===== src/rtl/wgcd_ram.sv =====
// ----------------------------------------------------------------------------
// wgcd_ram
// Generic single-write, single-read RAM with registered read data.
// ----------------------------------------------------------------------------
module wgcd_ram #(
  parameter int WIDTH = 64,
  parameter int DEPTH = 64
) (
  input  logic                     clk,
  input  logic                     we,
  input  logic [$clog2(DEPTH)-1:0] waddr,
  input  logic [WIDTH-1:0]         wdata,
  input  logic [$clog2(DEPTH)-1:0] raddr,
  output logic [WIDTH-1:0]         rdata
);

  logic [WIDTH-1:0] mem [DEPTH];

  always_ff @(posedge clk) begin
    if (we) begin
      mem[waddr] <= wdata;
    end
    rdata <= mem[raddr];
  end

endmodule


===== config.mk =====
export PLATFORM = sky130hd
export DESIGN_NAME = wgcd_ram
export DESIGN_NICKNAME = d
export VERILOG_FILES = /design/src/rtl/wgcd_ram.sv
export SDC_FILE = /design/constraint.sdc
export NUM_CORES = 2
export LEC_CHECK = 0
export BUFFER_PORTS_ARGS = -buffer_cell sky130_fd_sc_hd__buf_2
export CAP_MARGIN = 20
export CELL_PAD_IN_SITES_DETAIL_PLACEMENT = 2
export CELL_PAD_IN_SITES_GLOBAL_PLACEMENT = 2
export CORE_ASPECT_RATIO = 0.5
export CORE_MARGIN = 2
export CORE_UTILIZATION = 45
export DETAILED_ROUTE_END_ITERATION = 7
export PLACE_DENSITY_LB_ADDON = 0.2
export SYNTH_ARGS = -nofsm -noshare
export SYNTH_HDL_FRONTEND = slang
export SYNTH_SLANG_ARGS = --single-unit

===== constraint.sdc =====
create_clock -name clk -period 7.2 [get_ports clk]
set_clock_uncertainty 0.2 [all_clocks]
set_input_delay 0.72 -clock clk [delete_from_list [all_inputs] [get_ports clk]]
set_output_delay 0.72 -clock clk [all_outputs]
set_load 0.05 [all_outputs]

==> flow_summary.json, run 1 <==
{
  "gp_congestion": 0.777,
  "seq_area_frac_synth": 0.795,
  "syn_inst": 6598,
  "synth_edf_count": 4096,
  "syn_nets": 6676,
  "dp_hpwl_mm": 309,
  "synth_area_leader_cell": "edfxtp_1",
  "synth.area.top_cells": "edfxtp_1, mux4_2, mux2i_1",
  "synth.yosys.warnings": 0,
  "synthDistinctLibCells": 33,
  "status": "aborted with a tool error",
  "syn_area_um2": 156000,
  "failed_stage": "3_5_place_dp",
  "io_buffers": 141,
  "yosysMostFrequentCell": "edfxtp_1",
  "die_h_um": 421,
  "synth_top_area_share": 0.787,
  "die_w_um": 838,
  "synth_common_cells": "edfxtp_1, mux4_2, buf_2, a22oi_1, clkbuf_1",
  "initial_core_util": 0.454,
  "synth_flop_cell": "edfxtp_1",
  "io_pins": 142,
  "rows": 152,
  "tool.error": "[ERROR DPL-0033] detailed placement checks failed during check placement.",
  "avgSynthCellArea_um2": 23.7,
  "synth-seq-cells": 4160,
  "synthArstFlopShare": 0
}
-- per-stage QoR --
stage	cell area, µm²	hold WS (ns)	setup WS [ns]	cells
floorplan	156000	0.588	0.844	6598
global placement	164000	0.642	2.48	11200
-- kinds of logic after synthesis --
family / after synthesis / share of synthesized area
compound gates: 504 / 0.0248
simple gates: 386 / 0.0124
flops: 4160 / 0.795
mux: 1159 / 0.156
buf+inv: 389 / 0.0118
==> run 2, diff against run 1 <==
==> config.mk (replaced) <==
export PLATFORM = sky130hd
export DESIGN_NAME = wgcd_ram
export DESIGN_NICKNAME = d
export VERILOG_FILES = /design/src/rtl/wgcd_ram.sv
export SDC_FILE = /design/constraint.sdc
export NUM_CORES = 2
export LEC_CHECK = 0
export BUFFER_PORTS_ARGS = -buffer_cell sky130_fd_sc_hd__buf_2
export CAP_MARGIN = 20
export CORE_MARGIN = 2
export CORE_UTILIZATION = 30
export DETAILED_ROUTE_END_ITERATION = 7
export PLACE_DENSITY_LB_ADDON = 0.15
export SYNTH_ARGS = -nofsm -noshare
export SYNTH_HDL_FRONTEND = slang
export SYNTH_SLANG_ARGS = --single-unit
==> flow_summary.json, run 2 <==
{
  "max_freq_mhz": 304,
  "die_w_um": 726,
  "synth_edf_count": 4096,
  "syn_inst": 6598,
  "maxSlewHeadroom": 0.139,
  "synth_common_cells": "edfxtp_1, mux4_2, buf_2, a22oi_1, clkbuf_1",
  "rsz0062_at_grt": "no",
  "core_area_um2": 520000,
  "io_pins": 142,
  "seq_area_frac_synth": 0.795,
  "status": "completed",
  "dp.cells": 13500,
  "path_common_cell": "buf_12",
  "clkSinkCount": 4160,
  "htree_levels": 5,
  "tns_ns": 0,
  "overflow": 0,
  "critPathSlowestCell": "buf_12",
  "final_cells": 14500,
  "cts-resized-gates": 0,
  "drv_slew": 0,
  "cts-root-buf": "clkbuf_16",
  "worstPathCellList": "buf_12 -> buf_12 -> buf_4 -> mux4_2 -> mux2i_1 -> nand2_1 -> a41oi_1 -> a211oi_1",
  "antenna_found_initial": 60,
  "worstPathRequired_ns": 7.82,
  "synth-seq-cells": 4160,
  "clk_latency_ns": 0.99,
  "fin_nets": 7185,
  "avgRoutedWirePerCell_um": 35.2,
  "crit_family": "buffers and inverters",
  "viasPerCell": 5.19,
  "synth.yosys.warnings": 0,
  "die_h_um": 726,
  "cp-start-kind": "input pin",
  "dp_hpwl_mm": 256,
  "ir_drop_mv": 0.206,
  "swShare": 0.219,
  "cts_tree": "yes",
  "initial_core_util": 0.301,
  "drive_above_1_share": 0.289,
  "synth_top_area_share": 0.787,
  "io_buffers": 141,
  "syn2layout_area_growth_pct": 16.9,
  "synth.area.top_cells": "edfxtp_1, mux4_2, mux2i_1",
  "cp_num_buf_inv": 3,
  "syn_nets": 6676,
  "grt_max_degree": 109,
  "min_period_over_period": 0.457,
  "worstSetupEndpointType": "register",
  "drt_iter0_markers": 7972,
  "fillers": 48000,
  "ff_latch_area_um2": 124000,
  "power.switching_mw": 11.5,
  "totalPowerFinal_mw": 52.6,
  "hold_viol": 0,
  "largest_registers": "mem: 4096 flops, rdata: 64 flops",
  "most-common-layout-cells": "edfxtp_1, mux4_2, clkbuf_16",
  "gp_congestion": 0.714,
  "p_int_mw": 41.1,
  "timing.final.crit_period_ns": 3.29,
  "synthArstFlopShare": 0,
  "cts_inserted_buffers": 454,
  "p_comb_frac": 0.049,
  "seqPwrFrac": 0.513,
  "multiInputGateArea_um2": 30800,
  "synthDistinctLibCells": 33,
  "top_register": "mem",
  "finalWirelength_mm": 508,
  "critPathKind": "in2reg",
  "vias": 75000,
  "hold_class": "in2reg",
  "ctsHoldBuffers": 1,
  "tightest_slew_ns": 1.29,
  "setup_viol": 0,
  "synth_area_leader_cell": "edfxtp_1",
  "whs_ns": 0.0512,
  "largest_reg_flops": 4096,
  "crit_arrival_ns": 3.91,
  "grt_pass1_vias": 78300,
  "p_leak_nw": 56.2,
  "remaining_drc_errors": 0,
  "syn_area_um2": 156000,
  "drt.antenna.violating_nets": 0,
  "first_pass_iters": 5,
  "yosysMostFrequentCell": "edfxtp_1",
  "pwr-share-clk": 0.438,
  "die_area_um2": 527000,
  "grt_pass1_wl_mm": 688,
  "drv_cap": 0,
  "path_clk_slew_ns": 0.06,
  "crit_fanout": 73,
  "cts_setup_buffers": 0,
  "grt_usage": 0.189,
  "clock_path_buffers": 4,
  "crit_path_max_incr_delay_ns": 0.60,
  "layout_commonest_cell": "edfxtp_1",
  "synth_flop_cell": "edfxtp_1",
  "pwr_density_cell_nw_per_um2": 288,
  "rows": 265,
  "avgSynthCellArea_um2": 23.7
}
[run 2: logic make-up after synthesis]
| logic type | Yosys count | share of synthesized area |
|---|---|---|
| flip-flops | 4160 | 0.795 |
| buffers and inverters | 389 | 0.0118 |
| AND/OR/NAND/NOR | 386 | 0.0124 |
| multiplexers | 1159 | 0.156 |
| AO/OA/AOI/OAI | 504 | 0.0248 |
[run 2: power by group through the flow]
stage	Combinational, mW	Sequential [mW]	Clock (mW)
floorplan	1.25	27.6	0
global placement	2.54	27.5	0
detailed placement	2.58	27.5	0
CTS	2.58	27.0	23.6
global route	2.76	27.0	24.4
finish	2.59	27.0	23.1
[run 2: routing by layer]
metal | global-route usage | share of wire
met1 | 0.264 | 0.44
met5 | 0 | 0.000057
met3 | 0.0217 | 0.048
met4 | 0.0443 | 0.024
met2 | 0.318 | 0.49
[run 2: final timing paths]
check	start	endpoint	slack [ns]	cells past startpoint
max reg2reg	mem[29][46]	rdata[46]	4.86	4
min reg2reg	mem[36][44]	rdata[44]	0.63	4
max	raddr[0]	rdata[21]	3.91	8
min	wdata[50]	mem[49][50]	0.05	1
[run 2: through the flow]
stage / setup slack, ns / cell area [µm²] / util
after floorplan: 0.844 / 156000 / -
after global placement: 2.81 / 167000 / 0.321
after detailed placement: 2.87 / 167000 / 0.321
after CTS: 3.91 / 182000 / 0.349
after global routing: 3.81 / 183000 / 0.352
final: 3.91 / 183000 / 0.352
[run 2: area by class of cell]
type	count	area share
repair buffers	423	0.0234
diodes	14	0.000192
clock buffers	609	0.0684
flip-flops and latches	4160	0.680
clock inverters	236	0.0119
well taps	6942	0.0475
multi-input cells	2049	0.168
inverters	19	0.000390
Power figures use the tool's default switching activity.
